`config.mk`:
```
export PLATFORM = sky130hd
export DESIGN_NAME = lut3d_lerp
export DESIGN_NICKNAME = d
export VERILOG_FILES = /design/src/rtl/lut3d_pkg.sv /design/src/rtl/lut3d_lerp.sv
export SDC_FILE = /design/constraint.sdc
export NUM_CORES = 2
export LEC_CHECK = 0
export BUFFER_PORTS_ARGS = -buffer_cell sky130_fd_sc_hd__buf_2
export CAP_MARGIN = 25
export CORE_ASPECT_RATIO = 1.2
export CORE_MARGIN = 2
export CORE_UTILIZATION = 30
export CTS_BUF_LIST = sky130_fd_sc_hd__clkbuf_8 sky130_fd_sc_hd__clkbuf_16
export DETAILED_ROUTE_END_ITERATION = 6
export PLACE_DENSITY = 0.49
export RECOVER_POWER = 50
export REMOVE_ABC_BUFFERS = 1
export SLEW_MARGIN = 20
export SYNTH_ARGS = -nofsm -noshare
export SYNTH_HDL_FRONTEND = slang
export SYNTH_SLANG_ARGS = --single-unit
```
`constraint.sdc`:
```
create_clock -name clock -period 13.4 [get_ports clock]
set_clock_uncertainty 0.2 [all_clocks]
set_input_delay 0.67 -clock clock [delete_from_list [all_inputs] [get_ports clock]]
set_output_delay 0.67 -clock clock [all_outputs]
set_load 0.01 [all_outputs]
```
`src/rtl/lut3d_pkg.sv`:
```
// Shared types and constants of the 3D LUT color mapper.
package lut3d_pkg;

   localparam int CHANNEL_BITS = 16;
   localparam int FRAC         = CHANNEL_BITS - 2;
   localparam int ONE_VAL      = 1 << FRAC;
   localparam int MAX_GRID     = 33;
   localparam int SIZE_BITS    = 6;
   localparam int IDX_BITS     = $clog2(MAX_GRID);
   localparam int NN_BITS      = $clog2(MAX_GRID * MAX_GRID + 1);
   localparam int DEPTH        = MAX_GRID * MAX_GRID * MAX_GRID;
   localparam int ADDR_BITS    = $clog2(DEPTH);
   localparam int ENTRY_BITS   = 16;
   localparam int CORNERS      = 8;
   localparam int PROD_BITS    = CHANNEL_BITS + FRAC + 2;
   localparam int CSR_ADDR_BITS = 3;

   localparam logic REG_LUT_SIZE = 1'b0;

   typedef logic signed [CHANNEL_BITS-1:0] chan_type;
   typedef chan_type [2:0]                 rgb_type;
   typedef logic [FRAC-1:0]                frac_type;
   typedef logic [IDX_BITS-1:0]            idx_type;
   typedef logic [SIZE_BITS-1:0]           size_type;
   typedef logic [NN_BITS-1:0]             nn_type;
   typedef logic [ADDR_BITS-1:0]           addr_type;
   typedef logic [ENTRY_BITS-1:0]          entry_type;

   typedef struct packed {
      idx_type  i0;
      idx_type  i1;
      frac_type fr;
   } axis_type;

   typedef struct packed {
      logic      load;
      logic      pass;
      rgb_type   raw;
      entry_type eidx;
   } tag_type;

   typedef struct packed {
      logic            pass;
      rgb_type         raw;
      frac_type [2:0]  fr;
   } side_type;

   // a + round(f*(b-a) / 2^FRAC), halves toward plus infinity
   function automatic chan_type lerp(chan_type a, chan_type b, frac_type f);
      logic signed [CHANNEL_BITS:0] d;
      logic signed [PROD_BITS-1:0]  p;
      logic signed [PROD_BITS-1:0]  q;
      d = CHANNEL_BITS'(0) + ((CHANNEL_BITS+1)'(b) - (CHANNEL_BITS+1)'(a));
      p = $signed(PROD_BITS'(d)) * $signed(PROD_BITS'({1'b0, f}));
      p = p + $signed(PROD_BITS'(ONE_VAL / 2));
      q = p >>> FRAC;
      return a + q[CHANNEL_BITS-1:0];
   endfunction

endpackage

```
`src/rtl/lut3d_lerp.sv`:
```
// One registered stage of parallel linear interpolations.
module lut3d_lerp #(
   parameter int LANES = 4
) (
   input  logic                                 clock,
   input  logic                                 en,
   input  lut3d_pkg::chan_type [LANES-1:0]      a,
   input  lut3d_pkg::chan_type [LANES-1:0]      b,
   input  lut3d_pkg::frac_type [LANES-1:0]      f,
   output lut3d_pkg::chan_type [LANES-1:0]      q_ff
);

   lut3d_pkg::chan_type [LANES-1:0] q_in;

   always_comb begin
      for (int l = 0; l < LANES; l++) begin
         q_in[l] = lut3d_pkg::lerp(a[l], b[l], f[l]);
      end
   end

   always_ff @(posedge clock) begin
      if (en) begin
         q_ff <= q_in;
      end
   end

endmodule

```
==> impl_results.md <==
- Status: finished with violations
- Failing checks: max-capacitance violations, max-slew violations
- Core Area: 145000 sq um
- Slew headroom: -77.5%
- Initial antenna violation count: 34
- Post-CTS Hold Buffers: 0
- Largest Register: q_ff
- Antenna Nets Post-Route: 0
- Vias in the first global route: 35.4k
- Crit-path max cell delay: 0.66 ns
- Share of cells above drive strength 1: 6.07%
- EDFF count, synth: 64
- Share of synthesized flip-flops with an asynchronous set or reset: 0%
- Setup violators final: 0
- Largest net degree at the start of global routing: 38
- Vias/cell: 4.66
- Root Buffer: clkbuf_16
- Detailed Place HPWL: 108 mm
- Setup_tns: 0 ns
- CP Data Arrival Time: 12.06 ns
- Critical path's most frequent cell: fa_1
- Seq/Total Area, Yosys: 4.40%
- Final hold viol count: 0
- CTS HTree Levels: 3
- Setup Buffers After CTS: 0
- Hold slack final: 0.373 ns
- Max FFs per register: 64
- Fin util: 32.7%
- Vert. Die Dim: 422 um
- Area share of xor/xnor cells in the synthesized design: 4.08%
- Placed cell area: 47000 sq um
- Synth Flop Type: edfxtp_1
- Largest regs: q_ff (64)
- Post-Synth Simple-Gate Area: 17.8%
- Crit-path max FO: 8
- Synth Area in Adders: 54.8%
- First-pass GRT wire length: 204 mm
- WL per Instance: 18.1 um
- Die width: 352 um
- Layout area overhead: 8.22%
- Max-slew violation count: 68
- GRT overflow: 0
- Final min period: 12.07 ns
- Crit share post-route: 90.1%
- Post-synthesis mux area share: 0.0688%
- 1st-iter DRT viols: 1415
- Iteration count of the initial detailed-routing pass: 5
- Max Fclk: 82.8 MHz
- Design Area, Final: 47300 sq um
- Cell area after synthesis: 43700 sq um
- Largest family of logic cells by synthesized area: adder cells
- I/O pin count: 250
- Worst-Margin Slew: 2.66 ns
- Syn Inst Count: 5043
- Unrepaired setup endpoints after global routing: false
- CTS Buffer Depth: 2
- Routed WL: 128 mm
- Via count: 33.0k
- CTS Buf Count: 9
- Synth Area in Compound Gates: 6.13%
- Nets: 6701
- CP Capture Type: flop
- Yosys cell types: 72
- Slowest-stage cell, CP: a21boi_0
- Placer Congestion: 0.854
- PortBufs: 249
- Ys Warns: 0
- CTS sink cnt: 64
- Crit Path Class: input pin to flop
- Starting density of the core: 30.2%
- Row Count: 153
- Startpoint Class: input pin
- WP data required: 13.39 ns
- Clk pin slew, worst setup/hold paths: 0.07 ns
- Synthesized flop and latch total: 64
- Die ar.: 149000 sq um
- Hold WC Path Type: input pin to flop
- Fillers: 15.4k
- Tot GR Track Use: 17.7%
- CTS tree: yes
- Post-CTS sizing: 0
- Post-synthesis average cell area: 8.66 sq um
- Max-cap violations: 2
- DRC Markers: 0
-- routing by layer --
metal	share of wire [%]	vias to the layer above	track usage (%)
li1	-	15500	-
met1	42	16800	22.2
met2	50	595	31.3
met3	5.4	127	3.30
met4	2.1	32	3.95
met5	0.17	-	0
-- cell usage in the layout, fill, tap and decap left out, types with 11 or more instances in the layout --
master,count
ha_1,492
edfxtp_1,64
o21bai_1,11
nor3_1,49
and2_1,306
nand3_1,78
nand3b_1,34
buf_2,189
a31oi_1,53
a21o_1,26
o21a_1,22
nand2_1,592
inv_1,1240
xor2_1,45
o211ai_1,17
nor2b_1,89
a311oi_1,13
nor3b_1,24
nor2_1,141
o21ai_0,62
nand4_1,50
a21boi_0,14
nand2b_1,75
fa_1,888
and3_1,30
buf_4,65
a211oi_1,11
nand4b_1,15
xnor2_1,139
clkbuf_1,61
a21oi_1,94
-- logic make-up (layout without fill, tap and decap cells) --
kind of cell | count (synthesis) | after routing
multiplexers | 3 | 3
flip-flops | 64 | 64
XOR/XNOR | 197 | 197
AO/OA/AOI/OAI | 391 | 391
other | 0 | 8
buffers and inverters | 1475 | 1571
adder cells (fa/ha/maj) | 1380 | 1380
AND/OR/NAND/NOR | 1533 | 1533
-- worst max-delay path: cells and delay by family --
family / cells / cell delay, ns
buffers and inverters: 5 / 0.52
adder cells (fa/ha/maj): 10 / 4.31
AND/OR/NAND/NOR: 8 / 0.89
AO/OA/AOI/OAI: 14 / 4.50
XOR/XNOR: 4 / 1.12
-- through the flow --
step	instances	setup WS, ns
floorplan	4808	2.58
global placement	7060	0.842
detailed placement	7060	0.975
CTS	7075	1.45
global route	7077	0.563
finish	7084	1.33
-- cell usage after synthesis (49+ instances only) --
cell type	count	area (sq um)
edfxtp_1	64	1920
nor3_1	49	245
ha_1	492	6160
a21oi_1	94	470
clkbuf_1	230	863
nand4_1	50	313
nand3_1	78	390
and2_1	306	1910
inv_1	1239	4650
nor2b_1	90	563
nand2_1	592	2220
fa_1	888	17800
xnor2_1	147	1290
o21ai_0	62	310
nor2_1	142	533
a31oi_1	53	332
nand2b_1	75	469
-- final cells by class --
class                           instances  area, sq um  share of cell area (%)
Clock buffer                            9          225                   0.476
Timing Repair Buffer                  316         1670                    3.53
Clock inverter                          6         52.6                   0.111
Sequential cell                        64         1920                    4.07
Inverter                             1240         4650                    9.85
Tap cell                             1937         2420                    5.13
Antenna cell                            8         20.0                  0.0424
Multi-Input combinational cell       3504        36300                    76.8
-- worst paths after layout --
kind / start / to / slack, ns / cells after the start
min: a[0] / q_ff[0]$_DFFE_PP_ / 0.37 / 2
max: a[48] / q_ff[63]$_DFFE_PP_ / 1.33 / 41
Power is not shown: default switching activity piles up to over one toggle a cycle in this logic, so the estimate is an artifact.
