## src/rtl/lut3d_pkg.sv

```systemverilog
// Shared types and constants of the 3D LUT color mapper.
package lut3d_pkg;

   localparam int CHANNEL_BITS = 16;
   localparam int FRAC         = CHANNEL_BITS - 2;
   localparam int ONE_VAL      = 1 << FRAC;
   localparam int MAX_GRID     = 33;
   localparam int SIZE_BITS    = 6;
   localparam int IDX_BITS     = $clog2(MAX_GRID);
   localparam int NN_BITS      = $clog2(MAX_GRID * MAX_GRID + 1);
   localparam int DEPTH        = MAX_GRID * MAX_GRID * MAX_GRID;
   localparam int ADDR_BITS    = $clog2(DEPTH);
   localparam int ENTRY_BITS   = 16;
   localparam int CORNERS      = 8;
   localparam int PROD_BITS    = CHANNEL_BITS + FRAC + 2;
   localparam int CSR_ADDR_BITS = 3;

   localparam logic REG_LUT_SIZE = 1'b0;

   typedef logic signed [CHANNEL_BITS-1:0] chan_type;
   typedef chan_type [2:0]                 rgb_type;
   typedef logic [FRAC-1:0]                frac_type;
   typedef logic [IDX_BITS-1:0]            idx_type;
   typedef logic [SIZE_BITS-1:0]           size_type;
   typedef logic [NN_BITS-1:0]             nn_type;
   typedef logic [ADDR_BITS-1:0]           addr_type;
   typedef logic [ENTRY_BITS-1:0]          entry_type;

   typedef struct packed {
      idx_type  i0;
      idx_type  i1;
      frac_type fr;
   } axis_type;

   typedef struct packed {
      logic      load;
      logic      pass;
      rgb_type   raw;
      entry_type eidx;
   } tag_type;

   typedef struct packed {
      logic            pass;
      rgb_type         raw;
      frac_type [2:0]  fr;
   } side_type;

   // a + round(f*(b-a) / 2^FRAC), halves toward plus infinity
   function automatic chan_type lerp(chan_type a, chan_type b, frac_type f);
      logic signed [CHANNEL_BITS:0] d;
      logic signed [PROD_BITS-1:0]  p;
      logic signed [PROD_BITS-1:0]  q;
      d = CHANNEL_BITS'(0) + ((CHANNEL_BITS+1)'(b) - (CHANNEL_BITS+1)'(a));
      p = $signed(PROD_BITS'(d)) * $signed(PROD_BITS'({1'b0, f}));
      p = p + $signed(PROD_BITS'(ONE_VAL / 2));
      q = p >>> FRAC;
      return a + q[CHANNEL_BITS-1:0];
   endfunction

endpackage

```

## src/rtl/lut3d_addr.sv

```systemverilog
// Flat table addresses of the eight cube corners, or the write address of a load.
module lut3d_addr (
   input  logic                                       clock,
   input  logic                                       en,
   input  lut3d_pkg::axis_type [2:0]                  axes,
   input  lut3d_pkg::size_type                        n,
   input  lut3d_pkg::nn_type                          nn,
   input  logic                                       load,
   input  lut3d_pkg::entry_type                       eidx,
   output lut3d_pkg::addr_type [lut3d_pkg::CORNERS-1:0] addr_ff
);

   localparam int AW = lut3d_pkg::ADDR_BITS;

   lut3d_pkg::addr_type [lut3d_pkg::CORNERS-1:0] addr_in;

   always_comb begin
      lut3d_pkg::idx_type ri;
      lut3d_pkg::idx_type gi;
      lut3d_pkg::idx_type bi;
      for (int c = 0; c < lut3d_pkg::CORNERS; c++) begin
         ri = ((c & 4) != 0) ? axes[0].i1 : axes[0].i0;
         gi = ((c & 2) != 0) ? axes[1].i1 : axes[1].i0;
         bi = ((c & 1) != 0) ? axes[2].i1 : axes[2].i0;
         if (load) begin
            addr_in[c] = AW'(eidx);
         end else begin
            addr_in[c] = AW'(ri) * AW'(nn) + AW'(gi) * AW'(n) + AW'(bi);
         end
      end
   end

   always_ff @(posedge clock) begin
      if (en) begin
         addr_ff <= addr_in;
      end
   end

endmodule

```

## config.mk

```make
export PLATFORM = sky130hd
export DESIGN_NAME = lut3d_addr
export DESIGN_NICKNAME = d
export VERILOG_FILES = /design/src/rtl/lut3d_pkg.sv /design/src/rtl/lut3d_addr.sv
export SDC_FILE = /design/constraint.sdc
export NUM_CORES = 1
export LEC_CHECK = 0
export BUFFER_PORTS_ARGS = -buffer_cell sky130_fd_sc_hd__buf_2
export CORE_MARGIN = 8
export CORE_UTILIZATION = 60
export CTS_BUF_LIST = sky130_fd_sc_hd__clkbuf_8 sky130_fd_sc_hd__clkbuf_16
export CTS_CLUSTER_DIAMETER = 50
export DETAILED_ROUTE_END_ITERATION = 16
export GPL_ROUTABILITY_DRIVEN = 0
export PLACE_DENSITY = 0.82
export REMOVE_ABC_BUFFERS = 1
export SLEW_MARGIN = 20
export SYNTH_ARGS = -nofsm -noshare
export SYNTH_HDL_FRONTEND = slang
export SYNTH_SLANG_ARGS = --single-unit
```

## constraint.sdc

```tcl
create_clock -name clock -period 7.2 [get_ports clock]
set_input_delay 0.72 -clock clock [delete_from_list [all_inputs] [get_ports clock]]
set_output_delay 0.72 -clock clock [all_outputs]
set_load 0.02 [all_outputs]
```

==> run_results.csv <==
group,metric,value,unit
status,outcome,"finished, final reports clean",
clock_network,cts_resized,0,
setup_path,crit_type,"in -> reg",
global_route,gr-usage-all-layers,0.2571,
logic_synthesis,ys_types,80,
layout,largest_register_ffs,128,
drt,num_vias,13639,
clock_network,h-tree-depth,4,
logic_synthesis,post_synth_inst_count,1772,
logic_synthesis,asyncSetResetFlopFracSynth,0,
layout,flow.area_growth_from_synthesis,11.59,%
setup_path,most_frequent_cell_on_critical_path,"fa_1",
logic_synthesis,avgSynthCellArea,9.263,sq um
global_route,grt_pass1_vias,13863,
placement,port_buffers,199,
clock_network,cts_hold_buffers,0,
setup_path,critPathArrivalTime,6750,ps
logic_synthesis,yosys_most_used_dff,"edfxtp_1",
layout,drive_above_1_share,0.1336,
logic_synthesis,synth_seq_area_share,0.2342,
sta,final_hold_viol_count,0,
sta,finalCritPeriodShare,0.9140,
global_route,grt_pass1_wl,69040,microns
clock_network,clk_pin_slew_worst_paths,60,ps
global_route,global_route.overflow_total,0,
drt,avgViaCountPerCell,5.912,
clock_network,tritoncts,"yes",
setup_path,critPathMaxFanout,12,
setup_path,crit_path_max_incr_delay,550,ps
logic_synthesis,synth-seq-cells,128,
floorplan,placementRows,60,
sta,worst_slew_margin_rel,0.3280,
sta,grt_setup_unrepaired,"no",
floorplan,io_pins,242,
sta,timing.final.max_slew_violations,0,
logic_synthesis,synth-edff-count,128,
drt,drc,0,
global_route,grt_start_max_net_pins,92,
floorplan,design.core.area,26880,sq um
floorplan,fp.dieArea,32910,sq um
clock_network,cts.repair_timing.setup_buffer_count,0,
setup_path,worstPathRequired,7370,ps
drt,postRouteWirelength,43010,microns
sta,fmaxAchievable,0.1520,GHz
drt,length_of_the_first_detailed_routing_pass_in_iterations,6,
logic_synthesis,synthesis.area,16410,sq um
sta,report.final.setup_viol,0,
layout,number_of_fill_cells,2086,
drt,first_iter_violations,1396,
drt,avgRoutedWirePerCell,18.64,microns
layout,registers.top_by_ff_count,"addr_ff",
drt,drtAntennaViolNets,0,
clock_network,clkSinkCount,128,
placement,place_hpwl,34710,microns
layout,post_layout_nets,2364,
sta,final.setup.tns,0,ps
clock_network,cts_max_path_buffers,2,
setup_path,cp_cell_sequence,"buf_2, and2_1, fa_1, inv_1, fa_1, fa_1, inv_1, ha_1, a21oi_1, o21bai_1, a21oi_1, xnor2_1, ha_1, nand2_1, nor2_1, a211oi_1, o31ai_1, a31o_4, a311oi_2, a2111o_2, or4b_1, o31a_1, o31a_1",
sta,timing.final.crit_period,6581,ps
sta,worstMarginPinSlew,1008,ps
min_path,hp-class,"in -> reg",
clock_network,cts-buffers-inserted,17,
layout,layout_top_registers,"addr_ff (128)",
floorplan,die_height,181.4,microns
global_route,grt_antenna_before_repair,6,
floorplan,start_util,0.6108,
setup_path,cp-end-kind,"flop",
setup_path,start_kind,"input port",
floorplan,die_w,181.4,microns
layout,layout.cells.most_common,"inv_1",
layout,final_cell_mix,"inv_1 (199), buf_2 (198), ha_1 (184)",
logic_synthesis,yosys_warnings,0,
run,drv.max_cap_violation_count,0,
clock_network,cts-root-buf,"clkbuf_16",
setup_path,critical-path-slowest-cell,"or4b_1",
-- cell type report --
cell class              instances  area (sq um)  share of cell area
flip-flops and latches        128          3844              0.2099
multi-input cells            1394         11630              0.6350
repair buffers                209          1074             0.05861
diodes                          5         12.51           0.0006831
inverters                     198         743.2             0.04058
well taps                     341         426.7             0.02329
clock inverters                15         160.2            0.008744
clock buffers                  17         425.4             0.02323
-- synth_stat cells, drive strengths merged (10+ instances only) --
cell	instances	area, sq um
nor3	19	95.09
fa	118	2362
nor2b	18	120.1
or2	10	62.56
nand2b	12	75.07
o21bai	17	127.6
ha	184	2302
edfxtp	128	3844
inv	198	743.2
o31a	11	96.34
nor2	71	266.5
and3	15	93.84
a21o	38	285.3
xor2	76	665.6
a21boi	14	108.9
a21oi	113	565.5
o21a	22	165.2
o21ai	127	635.6
a211oi	12	95.09
nor4	14	93.84
nand3	18	90.09
nand2	102	382.9
clkbuf	48	180.2
xnor2	105	919.6
and2	176	1101
-- per-layer routing --
layer,share of wire,routed length (microns),up-vias,track usage
li1,-,-,6456,-
met1,0.40,17330,6537,0.3136
met2,0.49,20890,566,0.4459
met3,0.083,3568,76,0.04990
met4,0.028,1213,4,0.09544
met5,0.00037,16,-,0
-- worst paths after layout --
check / cells past startpoint / slack, ps / startpoint / end
worst max-delay path: 23 / 620 / n[2] / addr_ff[111]$_DFFE_PP_
worst min-delay path: 3 / 640 / eidx[9] / addr_ff[73]$_DFFE_PP_
-- worst max-delay path: cells and delay by family --
family / cells / cell delay (ps)
buffers and inverters: 3 / 260
adders and majority gates: 5 / 2220
and+or+nand+nor: 4 / 890
AOI/OAI and AO/OA: 10 / 2380
xor gates and xnor gates: 1 / 290
-- logic make-up after synthesis --
group / after synthesis / synth area share
simple gates: 494 / 0.1628
fa+ha+maj: 302 / 0.2842
compound gates: 413 / 0.1601
mux: 1 / 0.0006860
flops: 128 / 0.2342
buf+inv: 250 / 0.05724
xor+xnor: 184 / 0.1008
-- stage by stage --
step             util  cells  worst slack (ps)  hold slack (ps)  area, sq um
6_report       0.6815   2307             619.3            637.0        18320
5_1_grt        0.6814   2306             423.1            663.9        18310
4_1_cts        0.6811   2302             663.3            634.5        18300
3_5_place_dp   0.6593   2270             238.4             1064        17720
3_3_place_gp   0.6593   2270             342.6             1053        17720
2_1_floorplan       -   1720             967.3            832.5        16220
Power is left out: the tool's default activity adds up to more than one toggle a clock period on the data nets, which glitch-free logic cannot reach.
