### src/rtl/lut3d_pkg.sv
// Shared types and constants of the 3D LUT color mapper.
package lut3d_pkg;

   localparam int CHANNEL_BITS = 16;
   localparam int FRAC         = CHANNEL_BITS - 2;
   localparam int ONE_VAL      = 1 << FRAC;
   localparam int MAX_GRID     = 33;
   localparam int SIZE_BITS    = 6;
   localparam int IDX_BITS     = $clog2(MAX_GRID);
   localparam int NN_BITS      = $clog2(MAX_GRID * MAX_GRID + 1);
   localparam int DEPTH        = MAX_GRID * MAX_GRID * MAX_GRID;
   localparam int ADDR_BITS    = $clog2(DEPTH);
   localparam int ENTRY_BITS   = 16;
   localparam int CORNERS      = 8;
   localparam int PROD_BITS    = CHANNEL_BITS + FRAC + 2;
   localparam int CSR_ADDR_BITS = 3;

   localparam logic REG_LUT_SIZE = 1'b0;

   typedef logic signed [CHANNEL_BITS-1:0] chan_type;
   typedef chan_type [2:0]                 rgb_type;
   typedef logic [FRAC-1:0]                frac_type;
   typedef logic [IDX_BITS-1:0]            idx_type;
   typedef logic [SIZE_BITS-1:0]           size_type;
   typedef logic [NN_BITS-1:0]             nn_type;
   typedef logic [ADDR_BITS-1:0]           addr_type;
   typedef logic [ENTRY_BITS-1:0]          entry_type;

   typedef struct packed {
      idx_type  i0;
      idx_type  i1;
      frac_type fr;
   } axis_type;

   typedef struct packed {
      logic      load;
      logic      pass;
      rgb_type   raw;
      entry_type eidx;
   } tag_type;

   typedef struct packed {
      logic            pass;
      rgb_type         raw;
      frac_type [2:0]  fr;
   } side_type;

   // a + round(f*(b-a) / 2^FRAC), halves toward plus infinity
   function automatic chan_type lerp(chan_type a, chan_type b, frac_type f);
      logic signed [CHANNEL_BITS:0] d;
      logic signed [PROD_BITS-1:0]  p;
      logic signed [PROD_BITS-1:0]  q;
      d = CHANNEL_BITS'(0) + ((CHANNEL_BITS+1)'(b) - (CHANNEL_BITS+1)'(a));
      p = $signed(PROD_BITS'(d)) * $signed(PROD_BITS'({1'b0, f}));
      p = p + $signed(PROD_BITS'(ONE_VAL / 2));
      q = p >>> FRAC;
      return a + q[CHANNEL_BITS-1:0];
   endfunction

endpackage

### src/rtl/lut3d_prep.sv
// Clamp, scale and split of the three channels into grid index and fraction.
module lut3d_prep (
   input  logic                          clock,
   input  logic                          en,
   input  lut3d_pkg::rgb_type            pix,
   input  lut3d_pkg::idx_type            nm1,
   output lut3d_pkg::axis_type [2:0]     axes_ff
);

   localparam int SB = lut3d_pkg::FRAC + 1 + lut3d_pkg::IDX_BITS;

   lut3d_pkg::axis_type [2:0] axes_in;

   always_comb begin
      logic [lut3d_pkg::FRAC:0]         cl;
      logic [SB-1:0]                    s;
      logic [lut3d_pkg::IDX_BITS:0]     hi;
      logic [lut3d_pkg::IDX_BITS:0]     inc;
      lut3d_pkg::idx_type               i0;
      for (int k = 0; k < 3; k++) begin
         if (pix[k] < 0) begin
            cl = '0;
         end else if (pix[k] > lut3d_pkg::ONE_VAL) begin
            cl = (lut3d_pkg::FRAC+1)'(lut3d_pkg::ONE_VAL);
         end else begin
            cl = pix[k][lut3d_pkg::FRAC:0];
         end
         s  = SB'(cl) * SB'(nm1);
         hi = s[SB-1:lut3d_pkg::FRAC];
         if (hi > {1'b0, nm1}) begin
            i0 = nm1;
         end else begin
            i0 = hi[lut3d_pkg::IDX_BITS-1:0];
         end
         inc = {1'b0, i0} + (lut3d_pkg::IDX_BITS+1)'(1);
         axes_in[k].i0 = i0;
         axes_in[k].i1 = (inc < {1'b0, nm1}) ? inc[lut3d_pkg::IDX_BITS-1:0] : nm1;
         axes_in[k].fr = s[lut3d_pkg::FRAC-1:0];
      end
   end

   always_ff @(posedge clock) begin
      if (en) begin
         axes_ff <= axes_in;
      end
   end

endmodule

### config.mk
export PLATFORM = sky130hd
export DESIGN_NAME = lut3d_prep
export DESIGN_NICKNAME = d
export VERILOG_FILES = /design/src/rtl/lut3d_pkg.sv /design/src/rtl/lut3d_prep.sv
export SDC_FILE = /design/constraint.sdc
export NUM_CORES = 1
export LEC_CHECK = 0
export BUFFER_PORTS_ARGS = -buffer_cell sky130_fd_sc_hd__buf_2
export CAP_MARGIN = 40
export CORE_ASPECT_RATIO = 0.75
export CORE_MARGIN = 8
export CORE_UTILIZATION = 45
export DETAILED_ROUTE_END_ITERATION = 7
export PLACE_DENSITY = 0.66
export SLEW_MARGIN = 20
export SYNTH_ARGS = -nofsm -noshare
export SYNTH_HDL_FRONTEND = slang
export SYNTH_SLANG_ARGS = --single-unit
### constraint.sdc
create_clock -name clock -period 7.8 [get_ports clock]
set_input_delay 0.39 -clock clock [delete_from_list [all_inputs] [get_ports clock]]
set_output_delay 0.39 -clock clock [all_outputs]
set_load 0.005 [all_outputs]
==> results_dict.tcl, run 1 <==
set metrics [dict create \
    status "finished with violations" \
    violations "setup timing" \
    fill_cells 2232 \
    final_area_mm2 0.01788 \
    max-slew-margin-rel_pct 61.74 \
    largest_reg_flops 78 \
    hold_depth 2 \
    synth_edf_count 78 \
    area_delta_synth_final_pct 42.51 \
    tritoncts "done" \
    globalRouteOverflowTotal 0 \
    end_kind "flip-flop" \
    yosysUniqueCellTypes 65 \
    gr-usage-all-layers_pct 23.23 \
    hold_violations 0 \
    grt_pass1_wl_um 63280 \
    cpMostUsedCell "fa_1" \
    maxCapViolations 0 \
    clock_sinks 78 \
    ir_worst_vdd_uv 123.9 \
    worst_pin_slew_ns 0.5727 \
    hold_path.class "in -> reg" \
    port_buffers 133 \
    rsz0062_at_grt "true" \
    p_leak_nw 9.408 \
    synth.cell_area_mm2 0.01254 \
    globalplace.congestion 0.8827 \
    fin_nets 2078 \
    placed_cell_area_mm2 0.01588 \
    std_cell_rows 53 \
    worst-setup-path-type "in -> reg" \
    syn-num-nets 1665 \
    cts.htree.levels 3 \
    die-area_mm2 0.03353 \
    timing.critical_path.from_type "input pin" \
    synth_area_leaders "fa_1 (25%), edfxtp_1 (19%), ha_1 (12%), and3_1 (11%), inv_1 (6.2%)" \
    drt_pass1_iterations 5 \
    vias_per_cell 5.468 \
    p_per_area_mw_per_mm2 132.5 \
    synth_cells 1327 \
    dpl.hpwl_um 28930 \
    yosys_warnings 0 \
    postRouteWirelength_um 39140 \
    antenna_found_initial 1 \
    drv_slew 0 \
    cp_top_family "adder cells" \
    ant_nets 0 \
    via_count 11500 \
    yosysTopAreaCell "fa_1" \
    fmaxAchievable_mhz 123.5 \
    ys_seq_area_share_pct 18.67 \
    ys_ff_latch 78 \
    grt_max_degree 45 \
    initial_core_util_pct 45.25 \
    wl_per_cell_um 18.61 \
    drt_iter0_drc 751 \
    whs_ns 0.4951 \
    crit_fanout 10 \
    top_register "axes_ff" \
    path_buf_inv 7 \
    cp.depth 37 \
    clk_root_buffer_cell "clkbuf_16" \
    fp.dieW_um 208.8 \
    max_stage_delay_ns 0.56 \
    drc_errors 0 \
    cts_buffer_depth 2 \
    netlist.area_leader.share_pct 25.38 \
    avgSynthCellArea_um2 9.452 \
    io_pins 134 \
    async_reset_ff_share_pct 0 \
    period_share_pct 103.8 \
    drive_above_1_share_pct 38.11 \
    fp.coreArea_mm2 0.02772 \
    p_total_mw 2.369 \
    worst_path_max_delay_cell "fa_1" \
    final-setup-viol-count 17 \
    period_needed_ns 8.097 \
    reg_top3 "axes_ff: 78 flops" \
    die_y_um 160.6 \
    required_ns 7.91 \
    arrival_ns 8.20 \
    setup_ws_ns -0.2972 \
    synth-main-ff-cell "edfxtp_1" \
    cts.clk_slew.worst_paths_ns 0.06 \
    hold_buffers 0 \
    grt_pass1_vias 12100 \
    cts_made_buffers 9 \
]
==> power by group <==
group	total (mW)	switching (mW)	internal, mW
combinational	1.33	0.637	0.695
sequential	0.592	0.0234	0.569
clock	0.445	0.197	0.249
total	2.37	0.857	1.51
==> repair_timing <==
action	4_1_cts	5_1_grt
buffers inserted	39	11
resized for setup	136	84
setup endpoints to repair	18	18
gates cloned	8	0
pin swaps	83	36
==> path summary, 6_finish.rpt <==
kind	startpoint	slack, ns	end
setup / recovery	pix[32]	-0.30	axes_ff[68]$_DFFE_PP_
hold / removal	pix[0]	0.50	axes_ff[0]$_DFFE_PP_
==> routing by layer <==
metal  share of wire, %  GRT usage [%]  up-vias
met3                7.5          6.310       35
met2                 44          35.22      397
li1                   -              -     5364
met4                1.1          5.211        0
met1                 47          32.75     5704
met5                  0              0        -
==> cells by family after synthesis <==
group           Yosys count  share of synthesized area, %
flops                    78                         18.67
mux                      30                         2.813
simple gates            450                         20.22
buf+inv                 261                         7.870
compound gates          176                         9.287
fa+ha+maj               282                         37.65
xor+xnor                 50                         3.491
==> cells in the mapped netlist, types with 16 or more instances <==
cell type  instances
and2_1            35
nand3_1           20
nand2_1           83
clkbuf_1          52
inv_1            206
and3_1           212
nor2_1            31
o21ai_0           27
fa_1             159
xor2_1            16
xnor2_1           34
ha_1             123
a21o_1            29
edfxtp_1          78
a21oi_1           49
==> metrics by stage <==
stage	util (%)	setup WS, ns	instances	setup TNS [ns]
6_report	64.49	-0.2972	2103	-3.176
5_1_grt	64.49	-0.5426	2103	-7.921
4_1_cts	62.72	-0.1576	2092	-1.562
3_5_place_dp	57.28	-0.8642	2031	-12.70
3_3_place_gp	57.18	-0.7963	2030	-10.87
2_1_floorplan	-	-0.1164	1327	-0.5818
==> layout make-up <==
class | count | area (um2) | share of cell area, %
multi-input cells | 988 | 10400 | 58.17
repair buffers | 457 | 3612 | 20.21
flip-flops and latches | 78 | 2342 | 13.10
inverters | 206 | 773.2 | 4.326
well taps | 357 | 446.7 | 2.499
clock buffers | 9 | 225.2 | 1.260
clock inverters | 7 | 75.07 | 0.4200
diodes | 1 | 2.502 | 0.01400
==> layout by cell type (no fill, tap or decap), types with 7 or more instances in the layout <==
cell	n
buf_12	19
mux2_4	18
edfxtp_1	78
ha_4	20
nand2b_1	7
buf_6	19
clkbuf_16	9
ha_1	100
o21ai_0	15
and3_4	22
a21oi_1	30
a21oi_2	13
a21o_1	29
inv_2	8
and2_1	29
nand4_1	11
nand3_1	13
inv_1	198
buf_2	124
buf_4	286
xor2_1	12
xnor2_1	25
nor2b_1	12
nor2_1	30
o21a_1	11
nand2_1	79
o21ai_1	11
xnor2_2	9
fa_1	156
and3_1	190
Power figures use the tool's default switching activity.
==> run 2: changes to the inputs <==
- BUFFER_PORTS_ARGS: -buffer_cell sky130_fd_sc_hd__buf_2 -> -buffer_cell sky130_fd_sc_hd__clkbuf_2
==> run 2 against run 1 <==
Effect of this change:
- the run still ends with setup timing left
- sequential power about the same
- die area unchanged
- final cell count decreased by 1.6%
- sequential share of layout area increased by 0.35 points
- largest cell class unchanged
==> results_dict.tcl, run 2 (same netlist as run 1, synthesis figures left out) <==
set metrics [dict create \
    antenna_found_initial 2 \
    p_sw_mw 0.8298 \
    setup_ws_ns -0.2563 \
    cts_made_buffers 9 \
    fill_cells 2312 \
    reg_top3 "axes_ff: 78 flops" \
    largest_reg_flops 78 \
    maxCapViolations 0 \
    tritoncts "done" \
    via_count 11330 \
    die-area_mm2 0.03353 \
    ir_worst_vdd_uv 172.7 \
    multiInputGateArea_mm2 0.01021 \
    timing.critical_path.from_type "input pin" \
    path_buf_inv 8 \
    max-slew-margin-rel_pct 61.60 \
    dpl.hpwl_um 27930 \
    p_total_mw 2.332 \
    final-setup-viol-count 17 \
    final_cell_mix "buf_4 (254), inv_1 (197), and3_1 (192)" \
    end_kind "flip-flop" \
    p_per_area_mw_per_mm2 134.0 \
    cts_buffer_depth 2 \
    swShare_pct 35.59 \
    ant_nets 0 \
    drv_slew 0 \
    cts.clk_slew.worst_paths_ns 0.06 \
    fp.coreArea_mm2 0.02772 \
    drt_iter0_drc 765 \
    p_int_mw 1.502 \
    regArea_mm2 0.002342 \
    hold_path.class "in -> reg" \
    clk_root_buffer_cell "clkbuf_16" \
    pre_cts_ws_ns -0.8181 \
    period_share_pct 103.3 \
    p_seq_share_pct 25.5 \
    drive_above_1_share_pct 35.92 \
    arrival_ns 8.16 \
    hold_buffers 0 \
    drt_pass1_iterations 5 \
    gr-usage-all-layers_pct 22.37 \
    worst-setup-path-type "in -> reg" \
    postRouteWirelength_um 37600 \
    grt_max_degree 46 \
    clockPowerShare_pct 20.6 \
    crit_fanout 6 \
    crit_end "axes_ff[42]$_DFFE_PP_" \
    pwr-share-comb_pct 53.9 \
    startpoint "pix[25]" \
    n_antenna_cell 0 \
    die_y_um 160.6 \
    vias_per_cell 5.475 \
    globalRouteOverflowTotal 0 \
    drc_errors 0 \
    hold_violations 0 \
    io_pins 134 \
    cp.depth 37 \
    area_delta_synth_final_pct 38.76 \
    grt_pass1_vias 11640 \
    fmaxAchievable_mhz 124.1 \
    rsz0062_at_grt "true" \
    final_common_cell "buf_4" \
    std_cell_rows 53 \
    fp.dieW_um 208.8 \
    period_needed_ns 8.056 \
    cts.htree.levels 3 \
    violations "setup timing" \
    required_ns 7.91 \
    max_stage_delay_ns 0.53 \
    grt_pass1_wl_um 60900 \
    clock_sinks 78 \
    worst_path_max_delay_cell "fa_1" \
    worst_pin_slew_ns 0.5700 \
    globalplace.congestion 0.9044 \
    p_leak_nw 9.212 \
    port_buffers 133 \
    cp_top_family "adder cells" \
    initial_core_util_pct 45.25 \
    wl_per_cell_um 18.17 \
    top_register "axes_ff" \
    fin_nets 2045 \
    status "finished with violations" \
]
-- run 2: changes by cell type in the layout (fill, tap and decap cells not counted), moves of 5 or more --
cell / delta
buf_2: -123
clkbuf_2: +123
buf_4: -32
o21ai_0: +6
buf_12: -5
o21ai_1: -5
-- run 2: metal layers --
layer	global-route usage (%)	wire (um)	vias up
met3	5.044	2678	42
met5	0	27	-
met2	33.53	16300	377
li1	-	-	5302
met4	4.316	484	4
met1	32.75	18100	5603
-- run 2: metrics by stage --
| step | instances | TNS, ns | utilization [%] | hold WS (ns) | instance area, um2 |
|---|---|---|---|---|---|
| 6_report | 2069 | -2.855 | 62.79 | 0.5001 | 17410 |
| 5_1_grt | 2069 | -7.248 | 62.79 | 0.4920 | 17410 |
| 3_3_place_gp | 2012 | -10.55 | 56.51 | 0.7906 | 15670 |
| 4_1_cts | 2057 | -1.864 | 60.58 | 0.4793 | 16790 |
| 3_5_place_dp | 2013 | -13.28 | 56.61 | 0.7924 | 15690 |
| 2_1_floorplan | 1327 | -0.5818 | - | 0.5025 | 12820 |
-- run 2: area by class of cell --
class	instances	share of cell area (%)
Multi-Input combinational cell	988	58.64
Timing Repair Buffer	424	19.05
Sequential cell	78	13.46
Inverter	206	4.443
Tap cell	357	2.566
Clock buffer	9	1.294
Clock inverter	7	0.5535
-- run 2: repair_timing --
action | CTS | global route
buffers inserted | 23 | 11
endpoints found under the setup margin | 18 | 18
gates resized for setup | 81 | 122
cloned | 6 | 3
pin swaps | 57 | 68
-- run 2: how the worst min path moves through the flow --
stage / from / end / slack (ns) / cells past startpoint
CTS: pix[0] / axes_ff[0]$_DFFE_PP_ / 0.48 / 2
global placement: axes_ff[26]$_DFFE_PP_ / axes_ff[26] / 0.79 / 1
global route: pix[0] / axes_ff[0]$_DFFE_PP_ / 0.49 / 2
detailed placement: axes_ff[5]$_DFFE_PP_ / axes_ff[5] / 0.79 / 1
finish: pix[0] / axes_ff[0]$_DFFE_PP_ / 0.50 / 2
floorplan: en / axes_ff[0]$_DFFE_PP_ / 0.50 / 0
-- run 2: power groups by stage --
stage | Clock [mW] | Sequential, mW | Combinational, mW
2_1_floorplan | 0 | 0.608 | 0.588
3_3_place_gp | 0 | 0.602 | 1.06
3_5_place_dp | 0 | 0.601 | 1.08
4_1_cts | 0.493 | 0.595 | 1.18
5_1_grt | 0.500 | 0.603 | 1.38
6_report | 0.480 | 0.595 | 1.26
==> run 3: changes to the inputs <==
- CORE_ASPECT_RATIO: 0.75 -> not set
==> run 3 against run 2 <==
Effect of this change:
- the run still ends with setup timing left
- wire length is 0.80% higher
- via count increased by 2.1%
- power is 2.1% higher
- global-route usage is 0.41 points lower
- worst setup slack worse by 0.18 ns
- flip-flop and latch count did not move
- final cell count up 3.0%
- die area is 0.16% lower
- hold slack better by 0.017 ns
- maximum frequency shrank 2.1%
- final area up 3.4%
- critical endpoint is now axes_ff[43]$_DFFE_PP_
- highest routed layer is now met4
==> results_dict.tcl, run 3 (same netlist as run 1, synthesis figures left out) <==
set metrics [dict create \
    status "finished with violations" \
    violations "setup timing" \
    cts.htree.levels 3 \
    hold_path.class "in -> reg" \
    pwr-share-comb_pct 56.9 \
    rsz0062_at_grt "true" \
    p_sw_mw 0.8699 \
    reg_top3 "axes_ff: 78 flops" \
    cts.clk_slew.worst_paths_ns 0.07 \
    min-delay-start "pix[16]" \
    wl_per_cell_um 17.78 \
    cp_top_family "compound AO/OA/AOI/OAI gates" \
    hold_depth 3 \
    swShare_pct 36.55 \
    final_cell_mix "buf_4 (290), inv_1 (198), and3_1 (188)" \
    cts_buffer_depth 2 \
    startpoint "pix[26]" \
    max_stage_delay_ns 0.54 \
    drt_iter0_drc 713 \
    hold_buffers 0 \
    whs_ns 0.5176 \
    maxCapViolations 0 \
    p_per_area_mw_per_mm2 132.2 \
    dpl.cell_count 2040 \
    clk_root_buffer_cell "clkbuf_16" \
    die-area_mm2 0.03347 \
    grt_pass1_wl_um 60320 \
    grt_pass1_vias 12280 \
    fp.dieW_um 183.0 \
    io_pins 134 \
    worst_pin_slew_ns 0.5766 \
    path_buf_inv 6 \
    p_seq_share_pct 24.9 \
    setup_ws_ns -0.4325 \
    p_leak_nw 9.409 \
    crit_end "axes_ff[43]$_DFFE_PP_" \
    antenna_found_initial 2 \
    dpl.hpwl_um 26650 \
    drv_slew 0 \
    postRouteWirelength_um 37900 \
    final_common_cell "buf_4" \
    cp.depth 35 \
    port_buffers 133 \
    tritoncts "done" \
    fin_cells 2132 \
    largest_reg_flops 78 \
    area_delta_synth_final_pct 43.46 \
    arrival_ns 8.34 \
    fp.coreArea_mm2 0.02763 \
    cts_made_buffers 9 \
    fmaxAchievable_mhz 121.5 \
    clockPowerShare_pct 18.1 \
    globalplace.congestion 0.8740 \
    die_y_um 183.0 \
    worst-setup-path-type "in -> reg" \
    top_register "axes_ff" \
    globalRouteOverflowTotal 0 \
    ir_worst_vdd_uv 131.7 \
    drt_pass1_iterations 5 \
    ant_nets 0 \
    period_share_pct 105.5 \
    grt_max_degree 44 \
    std_cell_rows 61 \
    max-slew-margin-rel_pct 61.15 \
    gr-usage-all-layers_pct 21.96 \
    hold_violations 0 \
    timing.critical_path.from_type "input pin" \
    fin_nets 2085 \
    via_count 11570 \
    crit_fanout 11 \
    initial_core_util_pct 45.40 \
    drc_errors 0 \
    p_int_mw 1.510 \
    final-setup-viol-count 12 \
    vias_per_cell 5.427 \
    end_kind "flip-flop" \
    period_needed_ns 8.232 \
    worst_path_max_delay_cell "fa_1" \
    clock_sinks 78 \
    required_ns 7.90 \
    fill_cells 2221 \
    drive_above_1_share_pct 38.53 \
]
-- run 3: worst min path at each step --
stage | to | slack, ns
finish | axes_ff[26]$_DFFE_PP_ | 0.52
global route | axes_ff[26]$_DFFE_PP_ | 0.52
global placement | axes_ff[62] | 0.79
floorplan | axes_ff[0]$_DFFE_PP_ | 0.50
CTS | axes_ff[26]$_DFFE_PP_ | 0.53
detailed placement | axes_ff[1] | 0.79
-- run 3: worst min-delay path: cells and delay by family --
| family | cells | cell delay [ns] |
|---|---|---|
| AND/OR/NAND/NOR | 1 | 0.15 |
| buffers and inverters | 2 | 0.22 |
-- run 3: power by group through the flow --
stage / logic [mW] / registers, mW / clock network (mW)
after floorplan: 0.588 / 0.608 / 0
after global placement: 1.07 / 0.601 / 0
after detailed placement: 1.09 / 0.599 / 0
after CTS: 1.21 / 0.594 / 0.443
after global routing: 1.48 / 0.602 / 0.451
final: 1.36 / 0.593 / 0.431
-- run 3: area by class of cell --
type / count / area (um2) / area share [%]
inverters: 206 / 773.2 / 4.297
multi-input cells: 988 / 10440 / 58.03
well taps: 378 / 473.0 / 2.628
repair buffers: 464 / 3670 / 20.39
clock inverters: 7 / 63.81 / 0.3546
diodes: 2 / 5.005 / 0.02781
clock buffers: 9 / 225.2 / 1.252
flip-flops and latches: 78 / 2342 / 13.02
-- run 3: timing repair --
action,in CTS,in global routing
pin swaps,59,104
resized for setup,103,126
cloned,6,3
setup buffers,41,25
endpoints found under the setup margin,18,18
-- run 3: through the flow --
stage	utilization (%)	TNS, ns	area (um2)	power [mW]	setup WS (ns)
6_report	65.13	-3.722	17990	2.380	-0.4325
5_1_grt	65.13	-8.749	17990	2.534	-0.7254
4_1_cts	61.80	-1.916	17080	2.252	-0.2483
3_5_place_dp	57.16	-11.25	15790	1.689	-0.6854
3_3_place_gp	57.09	-8.970	15770	1.673	-0.6687
2_1_floorplan	-	-0.5818	12820	1.196	-0.1164
-- run 3: routing by layer --
| metal | vias up | wire [um] | GRT usage, % |
|---|---|---|---|
| met5 | - | 0 | 0 |
| li1 | 5381 | - | - |
| met2 | 361 | 18450 | 37.03 |
| met4 | 0 | 886 | 7.027 |
| met3 | 68 | 2080 | 3.997 |
| met1 | 5761 | 16480 | 28.22 |
